<file path="config.mk">
export PLATFORM = sky130hd
export DESIGN_NAME = prime_filter_sum_unit_flat
export DESIGN_NICKNAME = d
export VERILOG_FILES = /design/src/rtl/pfs_pkg.sv /design/src/rtl/pfs_req_if.sv /design/src/rtl/pfs_rsp_if.sv /design/src/rtl/prime_filter_sum_unit.sv /design/src/rtl/pfs_front.sv /design/src/rtl/pfs_queue.sv /design/src/rtl/pfs_back.sv /design/src/flat_wrapper.sv
export SDC_FILE = /design/constraint.sdc
export NUM_CORES = 1
export LEC_CHECK = 0
export CAP_MARGIN = 20
export CORE_UTILIZATION = 58
export CTS_CLUSTER_SIZE = 30
export DETAILED_ROUTE_END_ITERATION = 10
export DONT_BUFFER_PORTS = 1
export HOLD_SLACK_MARGIN = 0.12
export PLACE_DENSITY = 0.74
export SLEW_MARGIN = 20
export SYNTH_ARGS = -nofsm -noshare
export SYNTH_HDL_FRONTEND = slang
export SYNTH_SLANG_ARGS = --single-unit
</file>
<file path="constraint.sdc">
create_clock -name clock -period 4.2 [get_ports clock]
set_input_delay 0.21 -clock clock [delete_from_list [all_inputs] [get_ports clock]]
set_output_delay 0.21 -clock clock [all_outputs]
set_load 0.01 [all_outputs]
</file>
<file path="src/rtl/pfs_pkg.sv">
// Package: shared constants, types and back-end state encoding for the prime filter sum unit.
package pfs_pkg;

   localparam int VALUE_BITS_DEF = 16;
   localparam int SUM_BITS       = 22;
   localparam logic [SUM_BITS-1:0] SUM_MAX = {SUM_BITS{1'b1}};
   localparam int QUEUE_DEPTH    = 4;
   localparam int FIRST_DIVISOR  = 3;

   // Verdict from the front end, carried with each value through the queue.
   typedef struct packed {
      logic last;
      logic trivial;        // verdict known without trial division
      logic trivial_prime;  // verdict when trivial
   } class_type;

   typedef enum logic [2:0] {
      ST_IDLE,
      ST_CHECK,
      ST_DIV,
      ST_STEP,
      ST_DONE
   } back_state_type;

endpackage

</file>
<file path="src/rtl/pfs_req_if.sv">
// Interface: input channel carrying one signed value and an end-of-set flag.
interface pfs_req_if #(
   parameter int VALUE_BITS = pfs_pkg::VALUE_BITS_DEF
);
   logic                         valid;
   logic                         ready;
   logic signed [VALUE_BITS-1:0] value;
   logic                         last;

   modport source (output valid, output value, output last, input ready);
   modport sink   (input valid, input value, input last, output ready);
endinterface

</file>
<file path="src/rtl/pfs_rsp_if.sv">
// Interface: result channel carrying the prime flag, running sum and set-done flag.
interface pfs_rsp_if;
   logic                          valid;
   logic                          ready;
   logic                          is_prime;
   logic [pfs_pkg::SUM_BITS-1:0]  prime_sum;
   logic                          set_done;

   modport source (output valid, output is_prime, output prime_sum, output set_done,
                   input ready);
   modport sink   (input valid, input is_prime, input prime_sum, input set_done,
                   output ready);
endinterface

</file>
<file path="src/rtl/prime_filter_sum_unit.sv">
// Top level: prime filter with running sum of primes per set.
//
//   channel    dir   handshake      payload
//   req_chan   in    valid/ready    value (signed VALUE_BITS), last
//   rsp_chan   out   valid/ready    is_prime, prime_sum (22 bits), set_done
//
// Negative, zero, one and even values skip trial division in the back end; an odd value
// is tried against k odd divisors (k up to about sqrt(v)/2), each on the bit-serial
// remainder unit, until one divides it or none is left below its square root.
// The front end takes one transfer per cycle while the 4-entry queue has room.
// Reset is synchronous: it empties the queue, clears the running sum and the result valid flag.
// A stalled result holds the back end in its final state; the queue keeps filling.
module prime_filter_sum_unit #(
   parameter int VALUE_BITS = pfs_pkg::VALUE_BITS_DEF
) (
   input  logic         clock,
   input  logic         reset,
   pfs_req_if.sink      req_chan,
   pfs_rsp_if.source    rsp_chan
);

   localparam int CLS_BITS = $bits(pfs_pkg::class_type);
   localparam int Q_BITS   = VALUE_BITS + CLS_BITS;

   logic                  q_full;
   logic                  q_push;
   logic [VALUE_BITS-1:0] push_value;
   pfs_pkg::class_type    push_class;
   logic                  q_pop;
   logic                  q_valid;
   logic [Q_BITS-1:0]     q_data;
   logic [VALUE_BITS-1:0] pop_value;
   pfs_pkg::class_type    pop_class;

   assign pop_value = q_data[Q_BITS-1:CLS_BITS];
   assign pop_class = q_data[CLS_BITS-1:0];

   pfs_front #(
      .VALUE_BITS (VALUE_BITS)
   ) u_front (
      .req_chan (req_chan),
      .q_full   (q_full),
      .q_push   (q_push),
      .q_value  (push_value),
      .q_class  (push_class)
   );

   pfs_queue #(
      .DATA_BITS (Q_BITS),
      .DEPTH     (pfs_pkg::QUEUE_DEPTH)
   ) u_queue (
      .clock     (clock),
      .reset     (reset),
      .push      (q_push),
      .push_data ({push_value, push_class}),
      .full      (q_full),
      .pop       (q_pop),
      .pop_valid (q_valid),
      .pop_data  (q_data)
   );

   pfs_back #(
      .VALUE_BITS (VALUE_BITS)
   ) u_back (
      .clock    (clock),
      .reset    (reset),
      .q_valid  (q_valid),
      .q_value  (pop_value),
      .q_class  (pop_class),
      .q_pop    (q_pop),
      .rsp_chan (rsp_chan)
   );

endmodule

</file>
<file path="src/rtl/pfs_front.sv">
// Front end: accepts input transfers and classifies values that need no trial division.
module pfs_front #(
   parameter int VALUE_BITS = pfs_pkg::VALUE_BITS_DEF
) (
   pfs_req_if.sink                 req_chan,
   input  logic                    q_full,
   output logic                    q_push,
   output logic [VALUE_BITS-1:0]   q_value,
   output pfs_pkg::class_type      q_class
);

   logic negative;
   logic is_two;
   logic below_two;

   assign req_chan.ready = !q_full;
   assign q_push         = req_chan.valid && !q_full;
   assign q_value        = req_chan.value;

   assign negative  = req_chan.value[VALUE_BITS-1];
   assign is_two    = (req_chan.value == VALUE_BITS'(2));
   assign below_two = (req_chan.value[VALUE_BITS-1:1] == '0);

   // Negative, zero, one and even values are settled here; two is the only prime among them.
   always_comb begin
      q_class.last          = req_chan.last;
      q_class.trivial       = negative || below_two || !req_chan.value[0];
      q_class.trivial_prime = !negative && is_two;
   end

endmodule

</file>
<file path="src/rtl/pfs_queue.sv">
// Queue: short FIFO between the front end and the trial-division back end.
module pfs_queue #(
   parameter int DATA_BITS = 8,
   parameter int DEPTH     = pfs_pkg::QUEUE_DEPTH
) (
   input  logic                 clock,
   input  logic                 reset,
   input  logic                 push,
   input  logic [DATA_BITS-1:0] push_data,
   output logic                 full,
   input  logic                 pop,
   output logic                 pop_valid,
   output logic [DATA_BITS-1:0] pop_data
);

   localparam int PTR_BITS = (DEPTH > 1) ? $clog2(DEPTH) : 1;
   localparam int CNT_BITS = $clog2(DEPTH + 1);

   logic [DATA_BITS-1:0] slot_ff [DEPTH];
   logic [PTR_BITS-1:0]  wr_ptr_ff, wr_ptr_in;
   logic [PTR_BITS-1:0]  rd_ptr_ff, rd_ptr_in;
   logic [CNT_BITS-1:0]  count_ff, count_in;
   logic                 do_push;
   logic                 do_pop;

   assign full      = (count_ff == CNT_BITS'(DEPTH));
   assign pop_valid = (count_ff != '0);
   assign pop_data  = slot_ff[rd_ptr_ff];
   assign do_push   = push && !full;
   assign do_pop    = pop && pop_valid;

   always_comb begin
      wr_ptr_in = wr_ptr_ff;
      rd_ptr_in = rd_ptr_ff;
      count_in  = count_ff;
      if (do_push) begin
         wr_ptr_in = (wr_ptr_ff == PTR_BITS'(DEPTH - 1)) ? '0 : wr_ptr_ff + 1'b1;
      end
      if (do_pop) begin
         rd_ptr_in = (rd_ptr_ff == PTR_BITS'(DEPTH - 1)) ? '0 : rd_ptr_ff + 1'b1;
      end
      if (do_push && !do_pop) begin
         count_in = count_ff + 1'b1;
      end else if (do_pop && !do_push) begin
         count_in = count_ff - 1'b1;
      end
   end

   always_ff @(posedge clock) begin
      if (reset) begin
         wr_ptr_ff <= '0;
         rd_ptr_ff <= '0;
         count_ff  <= '0;
      end else begin
         wr_ptr_ff <= wr_ptr_in;
         rd_ptr_ff <= rd_ptr_in;
         count_ff  <= count_in;
      end
   end

   always_ff @(posedge clock) begin
      if (do_push) begin
         slot_ff[wr_ptr_ff] <= push_data;
      end
   end

endmodule

</file>
<file path="src/rtl/pfs_back.sv">
// Back end: trial division on a bit-serial remainder unit, running sum and result register.
module pfs_back #(
   parameter int VALUE_BITS = pfs_pkg::VALUE_BITS_DEF
) (
   input  logic                    clock,
   input  logic                    reset,
   input  logic                    q_valid,
   input  logic [VALUE_BITS-1:0]   q_value,
   input  pfs_pkg::class_type      q_class,
   output logic                    q_pop,
   pfs_rsp_if.source               rsp_chan
);

   localparam int SB      = pfs_pkg::SUM_BITS;
   localparam int BIT_W   = $clog2(VALUE_BITS);
   localparam int SQ_W    = 2 * VALUE_BITS;
   localparam int ADD_W   = ((VALUE_BITS > SB) ? VALUE_BITS : SB) + 1;

   pfs_pkg::back_state_type state_ff, state_in;

   logic [VALUE_BITS-1:0] val_ff, val_in;
   logic                  last_ff, last_in;
   logic                  verdict_ff, verdict_in;
   logic [VALUE_BITS-1:0] div_ff, div_in;
   logic [SQ_W-1:0]       div_sq_ff, div_sq_in;
   logic [VALUE_BITS-1:0] rem_ff, rem_in;
   logic [BIT_W-1:0]      bit_ff, bit_in;
   logic [SB-1:0]         acc_ff, acc_in;

   logic                  out_valid_ff, out_valid_in;
   logic                  out_prime_ff, out_prime_in;
   logic [SB-1:0]         out_sum_ff, out_sum_in;
   logic                  out_done_ff, out_done_in;

   logic [VALUE_BITS:0]   shifted;
   logic [ADD_W-1:0]      total;
   logic [SB-1:0]         new_sum;
   logic                  out_free;

   assign rsp_chan.valid     = out_valid_ff;
   assign rsp_chan.is_prime  = out_prime_ff;
   assign rsp_chan.prime_sum = out_sum_ff;
   assign rsp_chan.set_done  = out_done_ff;

   assign out_free = !out_valid_ff || rsp_chan.ready;
   assign shifted  = {rem_ff, val_ff[bit_ff]};

   // Saturating add of this value when it turned out prime.
   always_comb begin
      total = ADD_W'(acc_ff);
      if (verdict_ff) begin
         total = ADD_W'(acc_ff) + ADD_W'(val_ff);
      end
      new_sum = (total > ADD_W'(pfs_pkg::SUM_MAX)) ? pfs_pkg::SUM_MAX : total[SB-1:0];
   end

   always_comb begin
      state_in     = state_ff;
      q_pop        = 1'b0;
      val_in       = val_ff;
      last_in      = last_ff;
      verdict_in   = verdict_ff;
      div_in       = div_ff;
      div_sq_in    = div_sq_ff;
      rem_in       = rem_ff;
      bit_in       = bit_ff;
      acc_in       = acc_ff;
      out_valid_in = out_valid_ff && !rsp_chan.ready;
      out_prime_in = out_prime_ff;
      out_sum_in   = out_sum_ff;
      out_done_in  = out_done_ff;

      unique case (state_ff)
         pfs_pkg::ST_IDLE: begin
            if (q_valid) begin
               q_pop      = 1'b1;
               val_in     = q_value;
               last_in    = q_class.last;
               verdict_in = q_class.trivial_prime;
               div_in     = VALUE_BITS'(pfs_pkg::FIRST_DIVISOR);
               div_sq_in  = SQ_W'(pfs_pkg::FIRST_DIVISOR * pfs_pkg::FIRST_DIVISOR);
               state_in   = q_class.trivial ? pfs_pkg::ST_DONE : pfs_pkg::ST_CHECK;
            end
         end
         pfs_pkg::ST_CHECK: begin
            // No divisor left below the square root: the value is prime.
            if (div_sq_ff > SQ_W'(val_ff)) begin
               verdict_in = 1'b1;
               state_in   = pfs_pkg::ST_DONE;
            end else begin
               rem_in   = '0;
               bit_in   = BIT_W'(VALUE_BITS - 1);
               state_in = pfs_pkg::ST_DIV;
            end
         end
         pfs_pkg::ST_DIV: begin
            // One restoring step per cycle, most significant bit first.
            if (shifted >= {1'b0, div_ff}) begin
               rem_in = VALUE_BITS'(shifted - {1'b0, div_ff});
            end else begin
               rem_in = shifted[VALUE_BITS-1:0];
            end
            if (bit_ff == '0) begin
               state_in = pfs_pkg::ST_STEP;
            end else begin
               bit_in = bit_ff - 1'b1;
            end
         end
         pfs_pkg::ST_STEP: begin
            if (rem_ff == '0) begin
               verdict_in = 1'b0;
               state_in   = pfs_pkg::ST_DONE;
            end else begin
               // Advance to the next odd divisor: (d+2)^2 = d^2 + 4d + 4.
               div_in    = div_ff + VALUE_BITS'(2);
               div_sq_in = div_sq_ff + SQ_W'({div_ff, 2'b00}) + SQ_W'(4);
               state_in  = pfs_pkg::ST_CHECK;
            end
         end
         pfs_pkg::ST_DONE: begin
            if (out_free) begin
               out_valid_in = 1'b1;
               out_prime_in = verdict_ff;
               out_sum_in   = new_sum;
               out_done_in  = last_ff;
               acc_in       = last_ff ? '0 : new_sum;
               state_in     = pfs_pkg::ST_IDLE;
            end
         end
         default: begin
            state_in = pfs_pkg::ST_IDLE;
         end
      endcase
   end

   always_ff @(posedge clock) begin
      if (reset) begin
         state_ff     <= pfs_pkg::ST_IDLE;
         acc_ff       <= '0;
         out_valid_ff <= 1'b0;
      end else begin
         state_ff     <= state_in;
         acc_ff       <= acc_in;
         out_valid_ff <= out_valid_in;
      end
   end

   always_ff @(posedge clock) begin
      val_ff       <= val_in;
      last_ff      <= last_in;
      verdict_ff   <= verdict_in;
      div_ff       <= div_in;
      div_sq_ff    <= div_sq_in;
      rem_ff       <= rem_in;
      bit_ff       <= bit_in;
      out_prime_ff <= out_prime_in;
      out_sum_ff   <= out_sum_in;
      out_done_ff  <= out_done_in;
   end

endmodule
</file>
<file path="src/flat_wrapper.sv">
// flat-port wrapper written by rule: the top's interface ports become plain ports
module prime_filter_sum_unit_flat 
#(
   parameter int VALUE_BITS = pfs_pkg::VALUE_BITS_DEF
)
  (clock, reset, req_chan_valid, req_chan_value, req_chan_last, req_chan_ready, rsp_chan_valid, rsp_chan_is_prime, rsp_chan_prime_sum, rsp_chan_set_done, rsp_chan_ready);
  pfs_req_if #(.VALUE_BITS(VALUE_BITS)) req_chan_i ();
  pfs_rsp_if rsp_chan_i ();
  input  logic clock;
  input  logic reset;
  input wire logic [$bits(req_chan_i.valid)-1:0] req_chan_valid;
  input wire logic [$bits(req_chan_i.value)-1:0] req_chan_value;
  input wire logic [$bits(req_chan_i.last)-1:0] req_chan_last;
  output wire logic [$bits(req_chan_i.ready)-1:0] req_chan_ready;
  output wire logic [$bits(rsp_chan_i.valid)-1:0] rsp_chan_valid;
  output wire logic [$bits(rsp_chan_i.is_prime)-1:0] rsp_chan_is_prime;
  output wire logic [$bits(rsp_chan_i.prime_sum)-1:0] rsp_chan_prime_sum;
  output wire logic [$bits(rsp_chan_i.set_done)-1:0] rsp_chan_set_done;
  input wire logic [$bits(rsp_chan_i.ready)-1:0] rsp_chan_ready;
  assign req_chan_i.valid = req_chan_valid;
  assign req_chan_i.value = req_chan_value;
  assign req_chan_i.last = req_chan_last;
  assign req_chan_ready = req_chan_i.ready;
  assign rsp_chan_valid = rsp_chan_i.valid;
  assign rsp_chan_is_prime = rsp_chan_i.is_prime;
  assign rsp_chan_prime_sum = rsp_chan_i.prime_sum;
  assign rsp_chan_set_done = rsp_chan_i.set_done;
  assign rsp_chan_i.ready = rsp_chan_ready;
  prime_filter_sum_unit #(.VALUE_BITS(VALUE_BITS)) u_core (.clock(clock), .reset(reset), .req_chan(req_chan_i), .rsp_chan(rsp_chan_i));
endmodule
</file>
==> flow_summary.yaml, run 1 <==
power_and_ir_drop:
  p_sw_frac: 0.3777
  seq_power_share: 0.376
  internal_power_mw: 5.857
  p_total_mw: 9.413
  combinationalPowerShare: 0.417
  power_density_nw_per_um2: 724.5
  peakVddDrop_mv: 0.4210
  switchingPower_mw: 3.555
  clock_power_share: 0.208
  leakage_nw: 4.962
route:
  vias: 7852
  drcViolationCount: 0
  ant_nets: 0
  drtIter0Drc: 537
  drt_wl_total_um: 24010
  drt_pre_antenna_iters: 5
  wire_per_inst_um: 18.20
  vias_per_cell: 5.953
synthesis:
  ys_seq_area_frac: 0.5221
  syn_area_per_cell_um2: 11.61
  synth_warnings: 0
  synth_ff_type: "edfxtp_1"
  synth_cells: 1017
  synthTopCellsByArea: "edfxtp_1, ha_1, dfxtp_1, mux4_2, nor2_1"
  async_flop_share: 0
  syn_nets: 1125
  synth_cell_types: 66
  netlist_area_um2: 11810
  ys_seq_elements: 217
  synth_largest_area_cell: "edfxtp_1"
  netlist.area_leader.share: 0.4628
  synth_edf_count: 182
global_routing:
  grt_pass1_vias: 7417
  grt_max_degree: 32
  grt_use_total: 0.2404
  grt_pass1_wl_um: 38720
  grt_overflow_total: 0
  antenna_found_initial: 0
critical_path:
  worstPathMaxFanout: 7
  rr_startpoint: "u_core.u_back.bit_ff[2]$_SDFFCE_PN1P_"
  critical_path_class: "register to register"
  startpoint: "u_core.u_back.bit_ff[2]$_SDFFCE_PN1P_"
  cp-start-kind: "register"
  worstPathArrival_ns: 4.01
  required_ns: 4.46
  worstSetupEndpointType: "register"
timing:
  final_hold_viol_count: 0
  fmax_ghz: 0.2663
  holdWs_ns: 0.1574
  setup_viol: 0
  layout_setup_ws_ns: 0.4452
  finClkSkew_ns: 0.009633
  period_share: 0.8940
  drv_slew: 0
  finalCriticalPeriod_ns: 3.755
  rsz0062_at_grt: "false"
  relSlewSlack: 0.3276
  tightest_slew_ns: 1.009
  fin_setup_tns_ns: 0
run_status:
  status: "complete, no violations"
die:
  dieHeight_um: 144.7
  dieArea_um2: 20940
  die_x_um: 144.7
  placementRows: 51
  pin_count: 47
  start_util: 0.5990
  core_um2: 19720
final_layout:
  syn_to_final_growth_pct: 10.01
  final_cell_count_no_fill: 1319
  drive_gt1_frac: 0.06831
  layout_commonest_cell: "edfxtp_1"
  n_antenna_cell: 0
  nFillCells: 1487
  layout_common_cells: "edfxtp_1, nor2_1, ha_1"
  num-nets-final: 1145
min_path:
  hp-start: "reset"
  hp-class: "input pin to register"
cts:
  cts_buffers: 23
  cts_sinks: 217
  cts_root_buf: "clkbuf_16"
  hold_buffers: 20
  clk_latency_ns: 0.53
  ctsResizeCount: 0
  cts_tree: "done"
  clkTransAtPathRegs_ns: 0.06
  clockBufferDepth: 3
  post_cts_buffers: 0
  cts-htree-levels: 1
placement:
  place_hpwl_um: 16930
  gp_congestion: 0.9036
  numPortBuffers: 0
  placedCellCount: 1257
  pre_cts_ws_ns: 0.4592
run:
  drv_cap: 0
## registers in the layout, summed over array words and instances, names as in the netlist, 3 cells and up, named ones only
| name | cells |
|---|---|
| u_core.u_queue.slot_ff | 76 |
| u_core.u_back.div_sq_ff | 29 |
| u_core.u_back.acc_ff | 22 |
| u_core.u_back.rsp_chan.prime_sum | 22 |
| u_core.u_back.rem_ff | 16 |
| u_core.u_back.val_ff | 16 |
| u_core.u_back.div_ff | 15 |
| u_core.u_back.bit_ff | 4 |
| u_core.u_back.state_ff | 3 |
| u_core.u_queue.count_ff | 3 |
## per-layer routing
layer | vias to the layer above | track usage | part of all wire | wire length [um]
li1 | 3849 | - | - | -
met1 | 3777 | 0.3468 | 0.47 | 11210
met2 | 193 | 0.3778 | 0.46 | 11090
met3 | 33 | 0.04080 | 0.051 | 1234
met4 | 0 | 0.06150 | 0.020 | 473
met5 | - | 0 | 0 | 0
## stage by stage
step	instance area, um^2	util
3_5_place_dp	12060	0.6118
3_3_place_gp	12060	0.6118
6_report	12990	0.6589
4_1_cts	12990	0.6589
2_1_floorplan	11810	-
5_1_grt	12990	0.6589
## layout make-up
class	instances	area, um^2	area share
flip-flops and latches	217	6166	0.4746
inverters	50	187.7	0.01445
clock inverters	8	82.58	0.006356
clock buffers	34	646.9	0.04979
repair buffers	28	260.3	0.02003
well taps	265	331.6	0.02552
multi-input cells	717	5318	0.4093
## path summary, 6_finish.rpt
path,depth (start not counted),end,slack [ns]
max,11,u_core.u_back.rem_ff[14]$_SDFFCE_PN0P_,0.45
min,3,u_core.u_back.acc_ff[4]$_SDFFE_PP0P_,0.16
max reg2reg,11,u_core.u_back.rem_ff[14]$_SDFFCE_PN0P_,0.45
min reg2reg,2,register,0.48
## synthesized netlist by cell type (5+ instances only)
library cell,number
a211oi_1,16
a21o_1,23
a21oi_1,40
a22o_1,14
a31oi_1,6
and2_1,12
and3_1,17
clkbuf_1,27
dfxtp_1,35
edfxtp_1,182
ha_1,83
inv_1,50
mux2i_1,16
mux4_2,20
nand2_1,65
nand2b_1,11
nand3_1,17
nand4_1,16
nor2_1,118
nor2b_1,14
nor3_1,21
nor3b_1,5
nor4_1,15
o211ai_1,7
o21a_1,10
o21ai_0,42
or3_1,7
xnor2_1,47
xor2_1,18
## kinds of logic (layout without fill, tap and decap cells)
logic type	after synthesis	after routing	share of synthesized area
muxes	41	41	0.06155
buffers and inverters	83	120	0.02882
and+or+nand+nor	329	329	0.1338
adders and majority gates	87	87	0.09471
AOI/OAI and AO/OA	195	195	0.1108
xor gates and xnor gates	65	65	0.04820
DFF	217	217	0.5221
## critical path, cell delays in order (launching register included)
cell and delay, ns:
edfxtp_1 0.53, mux4_1 0.61, mux4_2 0.60, fa_1 0.47, a211oi_1 0.32, o211ai_1 0.20, nand2_1 0.13, o21ai_0 0.14
a31oi_1 0.23, xnor2_1 0.09, mux2i_1 0.13, nor2_1 0.05
## power by group through the flow
stage	sequential (mW)	clock, mW	combinational [mW]
after CTS	3.54	1.99	3.92
after global routing	3.60	2.08	4.41
after floorplan	3.38	0	3.14
after detailed placement	3.57	0	3.86
after global placement	3.55	0	3.82
final	3.54	1.95	3.92
Power figures use the tool's default switching activity.
==> inputs of run 2 (changes only) <==
- CORE_ASPECT_RATIO: unset -> 0.8
==> flow_summary.yaml, run 2 (synthesis results as in run 1) <==
route:
  vias_per_cell: 5.920
  drt_pre_antenna_iters: 5
  met3_length_um: 1391
  wire_per_inst_um: 18.17
  ant_nets: 0
  drtIter0Drc: 630
  drt_wl_total_um: 23950
  drcViolationCount: 0
  dr_wl_met2_um: 10210
  top_layer: "met4"
  vias: 7802
  met1Wirelength_um: 11910
cts:
  cts_buffers: 23
  cts_root_buf: "clkbuf_16"
  cts-htree-levels: 1
  clockBufferDepth: 3
  cts_tree: "done"
  clkTransAtPathRegs_ns: 0.06
  post_cts_buffers: 0
  clk_latency_ns: 0.52
  cts_sinks: 217
placement:
  placedCellCount: 1255
  place_hpwl_um: 16780
  gp_congestion: 0.9203
  numPortBuffers: 0
  dpl_cell_area_um2: 12050
  pre_cts_ws_ns: 0.4656
timing:
  tightest_slew_ns: 1.018
  finClkSkew_ns: 0.008214
  relSlewSlack: 0.3215
  setup_viol: 0
  layout_setup_ws_ns: 0.3996
  holdWs_ns: 0.1295
  final_hold_viol_count: 0
  finalCriticalPeriod_ns: 3.800
  fin_setup_tns_ns: 0
  period_share: 0.9049
  fmax_ghz: 0.2631
  rsz0062_at_grt: "false"
  drv_slew: 0
critical_path:
  r2r_slack_ns: 0.40
  cpPeakStageDelay_ns: 0.62
  cp-start-kind: "register"
  cp_num_buf_inv: 0
  crit_slowest_cell: "mux4_1"
  required_ns: 4.45
  reg2regPathDepth: 11
  critical_path_class: "register to register"
  worstPathArrival_ns: 4.05
  crit_cells: 11
  cp_top_family: "multiplexers"
  cp_cell_sequence: "mux4_1 > mux4_2 > fa_1 > a211oi_1 > o211ai_1 > nand2_1 > o21ai_0 > a31oi_1 > xnor2_1 > mux2i_1 > nor2_1"
  worstSetupEndpointType: "register"
  worstPathMaxFanout: 7
die:
  dieHeight_um: 129.6
  dieArea_um2: 20940
  core_um2: 19910
  start_util: 0.5931
  pin_count: 47
  die_x_um: 161.5
  placementRows: 46
power_and_ir_drop:
  leakage_nw: 4.929
  internal_power_mw: 5.774
  peakVddDrop_mv: 0.4353
  switchingPower_mw: 3.570
  seq_power_share: 0.378
  p_total_mw: 9.345
  p_sw_frac: 0.3821
  power_density_nw_per_um2: 721.7
  clock_power_share: 0.199
  combinationalPowerShare: 0.423
run_status:
  status: "complete, no violations"
final_layout:
  drive_gt1_frac: 0.06363
  utilization: 0.6502
  largest_register: "u_core.u_queue.slot_ff"
  top_regs: "u_core.u_queue.slot_ff x76, u_core.u_back.div_sq_ff x29"
  syn_to_final_growth_pct: 9.641
  design_area_um2: 12950
  largest_reg_flops: 76
  layout_commonest_cell: "edfxtp_1"
  final_cell_count_no_fill: 1318
  layout_common_cells: "edfxtp_1, nor2_1, ha_1"
  num-nets-final: 1144
min_path:
  hp-class: "input pin to register"
  min_path_cells: 3
global_routing:
  antenna_found_initial: 1
  grt_pass1_vias: 7210
  grt_pass1_wl_um: 38410
  grt_use_total: 0.2331
  grt_overflow_total: 0
  grt_max_degree: 31
run:
  drv_cap: 0
==> run 2: timing repair <==
action                    4_1_cts  5_1_grt
hold buffers                   20        0
hold endpoints to repair       93        0
resized for setup               0        0
==> run 2: path summary, 6_finish.rpt <==
kind | from | end
worst min register to register | u_core.u_queue.rd_ptr_ff[1]$_SDFFE_PP0P_ | register
worst max-delay path | u_core.u_back.bit_ff[2]$_SDFFCE_PN1P_ | u_core.u_back.rem_ff[14]$_SDFFCE_PN0P_
worst max register to register | u_core.u_back.bit_ff[2]$_SDFFCE_PN1P_ | u_core.u_back.rem_ff[14]$_SDFFCE_PN0P_
worst min-delay path | req_chan_value[15] | u_core.u_queue.slot_ff[2][0]$_DFFE_PP_
==> run 2: layout make-up <==
| class | instances | area, um^2 |
|---|---|---|
| clock inverter | 6 | 57.56 |
| fill | 1559 | 6965 |
| multi-input combinational | 717 | 5318 |
| inverter | 50 | 187.7 |
| sequential | 217 | 6166 |
| tap | 264 | 330.3 |
| antenna | 1 | 2.502 |
| clock buffer | 36 | 634.4 |
| timing repair buffer | 27 | 252.7 |
==> run 2: worst reg2reg max path, stage by stage (launching register included) <==
cell	delay, ns
edfxtp_1	0.52
mux4_1	0.62
mux4_2	0.60
fa_1	0.46
a211oi_1	0.32
o211ai_1	0.20
nand2_1	0.15
o21ai_0	0.15
a31oi_1	0.24
xnor2_1	0.09
mux2i_1	0.13
nor2_1	0.05
==> run 2: per-layer routing <==
metal  vias up  GRT usage
met3        30    0.03521
li1       3847          -
met2       211     0.3502
met4         0    0.05105
met5         -          0
met1      3714     0.3577
==> run 2: power by group through the flow <==
| stage | sequential, mW | combinational (mW) | clock, mW |
|---|---|---|---|
| 4_1_cts | 3.54 | 3.93 | 1.90 |
| 6_report | 3.54 | 3.95 | 1.86 |
| 5_1_grt | 3.60 | 4.43 | 1.98 |
| 2_1_floorplan | 3.38 | 3.14 | 0 |
| 3_5_place_dp | 3.57 | 3.87 | 0 |
| 3_3_place_gp | 3.56 | 3.83 | 0 |
